--- config.mk ---
export PLATFORM = sky130hd
export DESIGN_NAME = pulsed_actuator_hysteresis_controller
export DESIGN_NICKNAME = d
export VERILOG_FILES = /design/src/hw/rtl/pahc_pkg.sv /design/src/hw/rtl/pahc_sensor.sv /design/src/hw/rtl/pahc_drive.sv /design/src/hw/rtl/pulsed_actuator_hysteresis_controller.sv
export SDC_FILE = /design/constraint.sdc
export NUM_CORES = 1
export LEC_CHECK = 0
export BUFFER_PORTS_ARGS = -buffer_cell sky130_fd_sc_hd__buf_2
export CORE_UTILIZATION = 35
export CTS_CLUSTER_SIZE = 16
export DETAILED_ROUTE_END_ITERATION = 8
export PLACE_DENSITY = 0.52
export SKIP_CTS_REPAIR_TIMING = 1
export SLEW_MARGIN = 30
export SYNTH_ARGS = -nofsm -noshare
export SYNTH_HDL_FRONTEND = slang
export SYNTH_SLANG_ARGS = --single-unit
--- constraint.sdc ---
create_clock -name clk -period 7.4 [get_ports clk]
set_input_delay 0 -clock clk [delete_from_list [all_inputs] [get_ports clk]]
set_output_delay 0 -clock clk [all_outputs]
set_load 0.01 [all_outputs]
--- src/hw/rtl/pahc_pkg.sv ---
// Shared types and constants of the pulsed actuator hysteresis controller.
// No dependencies; every RTL module imports this package.
`timescale 1ns / 1ps

package pahc_pkg;

  // Directions of the actuator.
  localparam logic [1:0] DIR_LOCKED = 2'd0;
  localparam logic [1:0] DIR_LEFT   = 2'd1;
  localparam logic [1:0] DIR_RIGHT  = 2'd2;

  // Error codes.
  localparam logic [2:0] ERR_NONE     = 3'd0;
  localparam logic [2:0] ERR_SENSOR_A = 3'd1;
  localparam logic [2:0] ERR_SENSOR_B = 3'd2;
  localparam logic [2:0] ERR_SENSOR_AB = 3'd3;
  localparam logic [2:0] ERR_STALL    = 3'd4;
  localparam logic [2:0] ERR_OVERTIME = 3'd5;

  // Register indexes of the configuration port.
  localparam logic [2:0] REG_SETPOINT     = 3'd0;
  localparam logic [2:0] REG_HYST_UP      = 3'd1;
  localparam logic [2:0] REG_HYST_DOWN    = 3'd2;
  localparam logic [2:0] REG_PULSE_LENGTH = 3'd3;
  localparam logic [2:0] REG_PULSE_GAP    = 3'd4;
  localparam logic [2:0] REG_STALL_LIMIT  = 3'd5;
  localparam logic [2:0] REG_OT_LIMIT     = 3'd6;
  localparam logic [2:0] REG_SENSOR_LIMIT = 3'd7;

  // Field and counter widths.
  localparam int DEV_W   = 11;
  localparam int COUNT_W = 16;
  localparam int MAG_W   = 10;
  localparam int CNT_W   = 7;
  localparam int CFG_W   = 7;

  localparam logic [COUNT_W-1:0] COUNT_MIN   = 16'd10;
  localparam logic [MAG_W-1:0]   STALL_DELTA = 10'd2;
  localparam logic [MAG_W-1:0]   MAG_MAX     = 10'h3FF;
  localparam logic [CNT_W-1:0]   CNT_MAX     = 7'd127;

  // Configuration registers.
  typedef struct packed {
    logic [2:0]        setpoint;
    logic [2:0]        hyst_up;
    logic signed [3:0] hyst_down;
    logic [1:0]        pulse_length;
    logic [5:0]        pulse_gap;
    logic [CNT_W-1:0]  stall_limit;
    logic [CNT_W-1:0]  overtime_limit;
    logic [CNT_W-1:0]  sensor_fault_limit;
  } cfg_t;

  // Controller state carried from tick to tick.
  typedef struct packed {
    logic [1:0]       motor_dir;
    logic [1:0]       pulse_left;
    logic [5:0]       gap_left;
    logic [CNT_W-1:0] overtime_count;
    logic [CNT_W-1:0] stall_count;
    logic [MAG_W-1:0] last_magnitude;
    logic [CNT_W-1:0] sensor_bad_count;
    logic [2:0]       current_error;
    logic             fault_latch;
    logic             pulse_enable;
  } state_t;

endpackage

--- src/hw/rtl/pahc_sensor.sv ---
// Sensor check of one tick: flags low counts and latches a sensor fault.
// Depends on pahc_pkg.
`timescale 1ns / 1ps

module pahc_sensor (
  input  pahc_pkg::cfg_t             cfg,
  input  pahc_pkg::state_t           cur,
  input  logic [pahc_pkg::COUNT_W-1:0] count_a,
  input  logic [pahc_pkg::COUNT_W-1:0] count_b,
  output pahc_pkg::state_t           nxt,
  output logic                       raised
);
  import pahc_pkg::*;

  logic bad_a;
  logic bad_b;

  assign bad_a = count_a < COUNT_MIN;
  assign bad_b = count_b < COUNT_MIN;

  // Count bad ticks; a good tick after counted bad ones clears the error.
  always_comb begin
    nxt    = cur;
    raised = 1'b0;
    if (cfg.sensor_fault_limit != '0 && (bad_a || bad_b)) begin
      if (bad_a && bad_b) begin
        nxt.current_error = ERR_SENSOR_AB;
      end else if (bad_b) begin
        nxt.current_error = ERR_SENSOR_B;
      end else begin
        nxt.current_error = ERR_SENSOR_A;
      end
      if (cur.sensor_bad_count >= cfg.sensor_fault_limit) begin
        nxt.fault_latch      = 1'b1;
        nxt.sensor_bad_count = '0;
        raised               = 1'b1;
      end else begin
        nxt.sensor_bad_count = cur.sensor_bad_count + 7'd1;
      end
    end else if (cur.sensor_bad_count != '0) begin
      nxt.sensor_bad_count = '0;
      nxt.current_error    = ERR_NONE;
    end
  end

endmodule

--- src/hw/rtl/pahc_drive.sv ---
// Actuator logic of one tick: lock band, pulse timing, stall and overtime faults.
// Depends on pahc_pkg.
`timescale 1ns / 1ps

module pahc_drive (
  input  pahc_pkg::cfg_t                  cfg,
  input  pahc_pkg::state_t                cur,
  input  logic signed [pahc_pkg::DEV_W-1:0] deviation,
  output pahc_pkg::state_t                nxt,
  output logic                            raised
);
  import pahc_pkg::*;

  logic [DEV_W-1:0]        dev_abs;
  logic [MAG_W-1:0]        mag;
  logic [MAG_W-1:0]        mag_diff;
  logic signed [DEV_W-1:0] hup_ext;
  logic signed [DEV_W-1:0] hdown_ext;
  logic                    at_up;
  logic                    at_down;
  logic                    moving;
  logic [CNT_W-1:0]        stall_cnt;
  logic [CNT_W-1:0]        ot_cnt;

  // Saturated magnitude of the deviation and the threshold compares.
  assign dev_abs   = deviation[DEV_W-1] ? DEV_W'(-deviation) : DEV_W'(deviation);
  assign mag       = dev_abs[DEV_W-1] ? MAG_MAX : dev_abs[MAG_W-1:0];
  assign mag_diff  = (cur.last_magnitude > mag) ? (cur.last_magnitude - mag)
                                                : (mag - cur.last_magnitude);
  assign hup_ext   = $signed({{(DEV_W-3){1'b0}}, cfg.hyst_up});
  assign hdown_ext = $signed({{(DEV_W-4){cfg.hyst_down[3]}}, cfg.hyst_down});
  assign at_up     = deviation >= hup_ext;
  assign at_down   = deviation <= hdown_ext;
  assign moving    = cur.motor_dir != DIR_LOCKED;

  always_comb begin
    nxt       = cur;
    raised    = 1'b0;
    stall_cnt = cur.stall_count;
    ot_cnt    = cur.overtime_count;
    if (cur.gap_left != '0) begin
      // Enforced idle after a pulse or a lock.
      nxt.gap_left = cur.gap_left - 6'd1;
    end else if (mag <= {{(MAG_W-3){1'b0}}, cfg.setpoint}) begin
      // Inside the setpoint band: lock a moving actuator.
      if (moving) begin
        nxt.overtime_count = '0;
        nxt.stall_count    = '0;
        nxt.pulse_enable   = 1'b0;
        nxt.motor_dir      = DIR_LOCKED;
        nxt.pulse_left     = '0;
        nxt.gap_left       = cfg.pulse_gap;
      end
    end else if (cur.pulse_left != '0) begin
      // A pulse is running; its last tick opens the gap.
      nxt.pulse_left = cur.pulse_left - 2'd1;
      if (cur.pulse_left == 2'd1) begin
        nxt.pulse_enable = 1'b0;
        nxt.gap_left     = cfg.pulse_gap;
      end
    end else if (cur.current_error != ERR_NONE && cur.current_error <= ERR_SENSOR_AB) begin
      // A standing sensor error blocks new pulses.
      nxt = cur;
    end else begin
      // Stall tracking while the deviation stays beyond the band.
      if (cfg.stall_limit != '0 && (at_up || at_down)) begin
        if (!moving) begin
          nxt.last_magnitude = mag;
        end else if (mag_diff < STALL_DELTA) begin
          if (cur.stall_count < CNT_MAX) begin
            stall_cnt = cur.stall_count + 7'd1;
          end
        end else begin
          stall_cnt          = '0;
          nxt.last_magnitude = mag;
        end
      end
      nxt.stall_count = stall_cnt;
      if (stall_cnt > cfg.stall_limit) begin
        nxt.current_error = ERR_STALL;
        nxt.stall_count   = '0;
        nxt.fault_latch   = 1'b1;
        raised            = 1'b1;
      end else begin
        // Pulse start; a left start skips the overtime check.
        if (cfg.overtime_limit != '0 && cur.overtime_count < CNT_MAX) begin
          ot_cnt = cur.overtime_count + 7'd1;
        end
        if (cfg.pulse_length != '0 &&
            (at_up || (!deviation[DEV_W-1] && deviation != '0 && moving))) begin
          nxt.motor_dir      = DIR_LEFT;
          nxt.overtime_count = ot_cnt;
          nxt.pulse_left     = cfg.pulse_length;
          nxt.pulse_enable   = 1'b1;
        end else begin
          if (cfg.pulse_length != '0 && (at_down || (deviation[DEV_W-1] && moving))) begin
            nxt.motor_dir      = DIR_RIGHT;
            nxt.overtime_count = ot_cnt;
            nxt.pulse_left     = cfg.pulse_length;
            nxt.pulse_enable   = 1'b1;
          end
          if (nxt.overtime_count > cfg.overtime_limit) begin
            nxt.current_error  = ERR_OVERTIME;
            nxt.overtime_count = '0;
            nxt.fault_latch    = 1'b1;
            raised             = 1'b1;
          end
        end
      end
    end
  end

endmodule

--- src/hw/rtl/pulsed_actuator_hysteresis_controller.sv ---
// Pulsed actuator hysteresis controller, top level.
// An accepted word waits in the input register; its result word goes to the result register.
// Throughput: one word per cycle while out_stall is low; the single state update between
// the input register and the result register sets that figure. Reset (rst, synchronous)
// loads the default configuration, clears the controller state and empties both registers.
// Depends on pahc_pkg, pahc_sensor and pahc_drive.
`timescale 1ns / 1ps

module pulsed_actuator_hysteresis_controller (
  input  logic                              clk,
  input  logic                              rst,
  input  logic                              in_valid,
  output logic                              in_stall,
  input  logic signed [pahc_pkg::DEV_W-1:0] deviation,
  input  logic [pahc_pkg::COUNT_W-1:0]      count_a,
  input  logic [pahc_pkg::COUNT_W-1:0]      count_b,
  input  logic                              restart,
  output logic                              out_valid,
  input  logic                              out_stall,
  output logic                              pulse_on,
  output logic [1:0]                        direction,
  output logic                              fault,
  output logic [2:0]                        error_code,
  output logic                              error_raised,
  input  logic                              cfg_write,
  input  logic [2:0]                        cfg_index,
  input  logic [pahc_pkg::CFG_W-1:0]        cfg_data
);
  import pahc_pkg::*;

  cfg_t                    cfg;
  state_t                  state;
  state_t                  state_next;
  state_t                  sensed;
  state_t                  driven;
  logic                    sensor_raised;
  logic                    drive_raised;
  logic                    s1_valid;
  logic signed [DEV_W-1:0] s1_deviation;
  logic [COUNT_W-1:0]      s1_count_a;
  logic [COUNT_W-1:0]      s1_count_b;
  logic                    s1_restart;
  logic                    out_ready;
  logic                    advance;
  logic                    raised_next;

  assign out_ready = !out_valid || !out_stall;
  assign in_stall  = s1_valid && !out_ready;
  assign advance   = s1_valid && out_ready;

  // Configuration registers.
  always_ff @(posedge clk) begin
    if (rst) begin
      cfg.setpoint           <= 3'd0;
      cfg.hyst_up            <= 3'd4;
      cfg.hyst_down          <= -4'sd4;
      cfg.pulse_length       <= 2'd1;
      cfg.pulse_gap          <= 6'd60;
      cfg.stall_limit        <= 7'd0;
      cfg.overtime_limit     <= 7'd0;
      cfg.sensor_fault_limit <= 7'd30;
    end else if (cfg_write) begin
      unique case (cfg_index)
        REG_SETPOINT:     cfg.setpoint           <= cfg_data[2:0];
        REG_HYST_UP:      cfg.hyst_up            <= cfg_data[2:0];
        REG_HYST_DOWN:    cfg.hyst_down          <= $signed(cfg_data[3:0]);
        REG_PULSE_LENGTH: cfg.pulse_length       <= cfg_data[1:0];
        REG_PULSE_GAP:    cfg.pulse_gap          <= cfg_data[5:0];
        REG_STALL_LIMIT:  cfg.stall_limit        <= cfg_data;
        REG_OT_LIMIT:     cfg.overtime_limit     <= cfg_data;
        REG_SENSOR_LIMIT: cfg.sensor_fault_limit <= cfg_data;
        default: cfg <= cfg;
      endcase
    end
  end

  // Input register.
  always_ff @(posedge clk) begin
    if (rst) begin
      s1_valid <= 1'b0;
    end else if (in_valid && !in_stall) begin
      s1_valid <= 1'b1;
    end else if (out_ready) begin
      s1_valid <= 1'b0;
    end
  end

  always_ff @(posedge clk) begin
    if (in_valid && !in_stall) begin
      s1_deviation <= deviation;
      s1_count_a   <= count_a;
      s1_count_b   <= count_b;
      s1_restart   <= restart;
    end
  end

  // Sensor check, then actuator logic on the checked state.
  pahc_sensor u_sensor (
    .cfg     (cfg),
    .cur     (state),
    .count_a (s1_count_a),
    .count_b (s1_count_b),
    .nxt     (sensed),
    .raised  (sensor_raised)
  );

  pahc_drive u_drive (
    .cfg       (cfg),
    .cur       (sensed),
    .deviation (s1_deviation),
    .nxt       (driven),
    .raised    (drive_raised)
  );

  // A restart clears motion, error, fault and the overtime count but keeps the stall and sensor counters.
  always_comb begin
    state_next  = driven;
    raised_next = sensor_raised || drive_raised;
    if (s1_restart) begin
      state_next                = state;
      state_next.motor_dir      = DIR_LOCKED;
      state_next.pulse_left     = '0;
      state_next.gap_left       = '0;
      state_next.overtime_count = '0;
      state_next.pulse_enable   = 1'b0;
      state_next.fault_latch    = 1'b0;
      state_next.current_error  = ERR_NONE;
      raised_next               = 1'b0;
    end
  end

  // Controller state.
  always_ff @(posedge clk) begin
    if (rst) begin
      state <= '0;
    end else if (advance) begin
      state <= state_next;
    end
  end

  // Result register.
  always_ff @(posedge clk) begin
    if (rst) begin
      out_valid <= 1'b0;
    end else if (out_ready) begin
      out_valid <= s1_valid;
    end
  end

  always_ff @(posedge clk) begin
    if (advance) begin
      pulse_on     <= state_next.pulse_enable;
      direction    <= state_next.motor_dir;
      fault        <= state_next.fault_latch;
      error_code   <= state_next.current_error;
      error_raised <= raised_next;
    end
  end

endmodule

==> results.tsv <==
metric	value	unit
Top FF cell, synth	dfxtp_1	
DR pass1 iterations	5	
Final Cycle Share	93.8	%
Slew Viols, Final	0	
sw power	0.000576	W
switching share of power	28.9	%
TNS Setup	0	ps
die width	158	µm
Synth cell types	80	
clock latency on the worst-skew pair	440	ps
number of global-route vias before repair	6858	
most frequent cells in the layout	nor2_1 (112), dfxtp_1 (87), nand2_1 (81), inv_1 (66), buf_2 (66)	
Site Rows	56	
Max FO, Critical Path	10	
crit end category	flip-flop	
Reg power frac	41.5	%
# fillers	2349	
final setup fails	0	
RSZ-0062 raised after global routing	false	
Reg area	3240	µm²
Worst Tran Pin Value	887	ps
#FFs+latches synth	137	
largest area contributor in the netlist	dfxtp_1	
asr flop ratio synth	0	%
fmax	144	MHz
IO Pins	69	
initial antenna violation count	0	
Rel. slew slack	40.7	%
total track usage	18.4	%
GP Congestion	0.841	
min cycle time layout	6940	ps
CTS tree	done	
crit path launch type	flip-flop	
Area contributors post-synth	dfxtp_1 (21%), edfxtp_1 (18%), ha_1 (9.3%)	
first-pass GRT wire length	35500	µm
initial drt markers	337	
Vias/cell	5.20	
critical path class	flip-flop to flip-flop	
Post-synth EDFFs	50	
CP required	7730	ps
Worst EP arrival	7270	ps
Comb power frac	14.9	%
worst hold path class	input port to flip-flop	
Final Hold Slack	-19.3	ps
share of the synthesized area in the top cell type	20.6	%
status	finished with violations	
skew final	14.2	ps
Final #Nets	1203	
Seq/Total Area, Yosys	38.3	%
layout cells sized above 1	14.0	%
DR DRC count	0	
clock slew at reported path FFs	70	ps
dpl cells	1330	
area occupied by multi-input gates	4850	µm²
synthesized area per cell	8.75	µm²
Cell Area, Synth	8470	µm²
vias	7336	
# Max-Cap Violations	0	
routed length per instance	15.8	µm
clock buffer depth	2	
Yosys warnings	0	
Diodes inserted	0	
WL final	22300	µm
clock power share	43.7	%
H-tree levels	4	
Vert. Die Dim	158	µm
final count of hold timing violations	1	
GRT overflow	0	
Core Box Area	23600	µm²
Synthesized Nets	1091	
Detail Placement HPWL	15900	µm
Synth Instances	967	
power per cell area	193	nW/µm²
TritonCTS Buffers	17	
largest net degree at the start of global routing	52	
Port Buf Inserts	66	
ANT nets after route	0	
CTS sink cnt	137	
die area	24800	µm²
Area growth, synth to finish	22.0	%
Pleak	4.23	nW
violated checks	negative hold slack	
Root Driver	clkbuf_16	
most common cell after layout, fill and taps aside	nor2_1	
P_int	0.00142	W
post-route insts no fill	1411	
Max rail drop VDD	151	µV
Initial Util	35.9	%
-- cells by family after synthesis --
kind of cell             share of synthesized area [%]
AO/OA/AOI/OAI                                     17.4
XOR/XNOR                                          1.34
adder cells (fa/ha/maj)                           9.78
buffers and inverters                             5.00
flip-flops                                        38.3
multiplexers                                      5.99
AND/OR/NAND/NOR                                   22.2
-- worst paths after layout --
path | to | depth (start not counted) | slack (ps) | startpoint
worst max register to register | state[32]$_SDFFE_PP0P_ | 27 | 460 | s1_deviation[0]$_DFFE_PP_
worst min register to register | cfg[25]$_SDFFE_PP1P_ | 2 | 480 | cfg[25]$_SDFFE_PP1P_
worst min-delay path | cfg[0]$_SDFFE_PP0P_ | 3 | -20 | cfg_data[0]
worst max-delay path | state[32]$_SDFFE_PP0P_ | 27 | 460 | s1_deviation[0]$_DFFE_PP_
-- synthesized netlist by cell type (all sizes together) (3+ instances only) --
master,n
nor2,113
dfxtp,87
nand2,82
inv,67
ha,63
a21oi,60
edfxtp,50
o21ai,41
mux2i,37
clkbuf,32
nand3,22
nor3,21
nor4,19
nor2b,16
a31oi,15
nand2b,15
and3,14
nand4,14
o211ai,14
mux2,11
o21a,11
o31ai,11
or3,11
or4,11
a21o,9
buf,9
xnor2,8
a211oi,7
and2,7
nor3b,7
nand3b,6
a21boi,5
o22ai,5
or2,5
xor2,5
a22oi,4
a311oi,4
nand4b,4
o41ai,4
nor4b,3
-- worst max-delay path, stage by stage, from the launching register on --
cell and delay (ps):
edfxtp_1 430, inv_1 160, ha_1 220, or3b_4 430, or4_1 460, o221ai_4 200, inv_2 90, ha_1 310
a21o_1 210, o21ai_0 150, o211ai_1 110, or3_1 340, or4_1 400, or4_1 570, and2_4 220, a21oi_1 160
mux2_2 190, ha_1 230, nor2b_1 140, o21a_1 160, o21ai_1 160, a31oi_2 190, or2_2 340, buf_4 170
o31ai_1 250, buf_4 180, nand3_1 140, o41ai_2 240
-- flip-flops by register name (all words and copies together), names as in the netlist --
signal / flops
state: 46
direction: 2
s1_count_a: 15
pulse_on: 1
error_raised: 1
s1_deviation: 11
out_valid: 1
s1_valid: 1
s1_restart: 1
fault: 1
cfg: 39
s1_count_b: 15
error_code: 3
-- through the flow --
| stage | util [%] | total power (W) | setup WS [ps] | hold WS, ps | cell area [µm²] |
|---|---|---|---|---|---|
| final | 43.7 | 0.00199 | 461 | -19.3 | 10300 |
| after floorplan | - | 0.00102 | 640 | 98.9 | 8470 |
| after global routing | 43.7 | 0.00208 | 19.3 | -0.505 | 10300 |
| after CTS | 41.5 | 0.00199 | 243 | -280 | 9800 |
| after detailed placement | 39.0 | 0.00111 | 259 | 178 | 9200 |
| after global placement | 38.8 | 0.00111 | 332 | 176 | 9170 |
-- cell type report --
class	instances	area share [%]
clock buffer	17	4.12
tap	319	3.86
inverter	68	2.47
sequential	137	31.4
timing repair buffer	134	9.52
clock inverter	15	1.72
multi-input combinational	721	46.9
-- power by group through the flow --
stage	sequential [W]	clock, W	combinational [W]
detailed placement	0.000842	0	0.000272
finish	0.000826	0.000870	0.000296
floorplan	0.000838	0	0.000185
CTS	0.000825	0.000887	0.000274
global placement	0.000842	0	0.000270
global route	0.000829	0.000920	0.000328
-- per-layer routing --
layer	share of wire (%)	GRT usage, %
met1	50	25.4
met2	46	29.6
met3	2.8	2.70
met4	1.2	5.69
met5	0	0
Note: power is estimated with default switching activity, not from simulation.
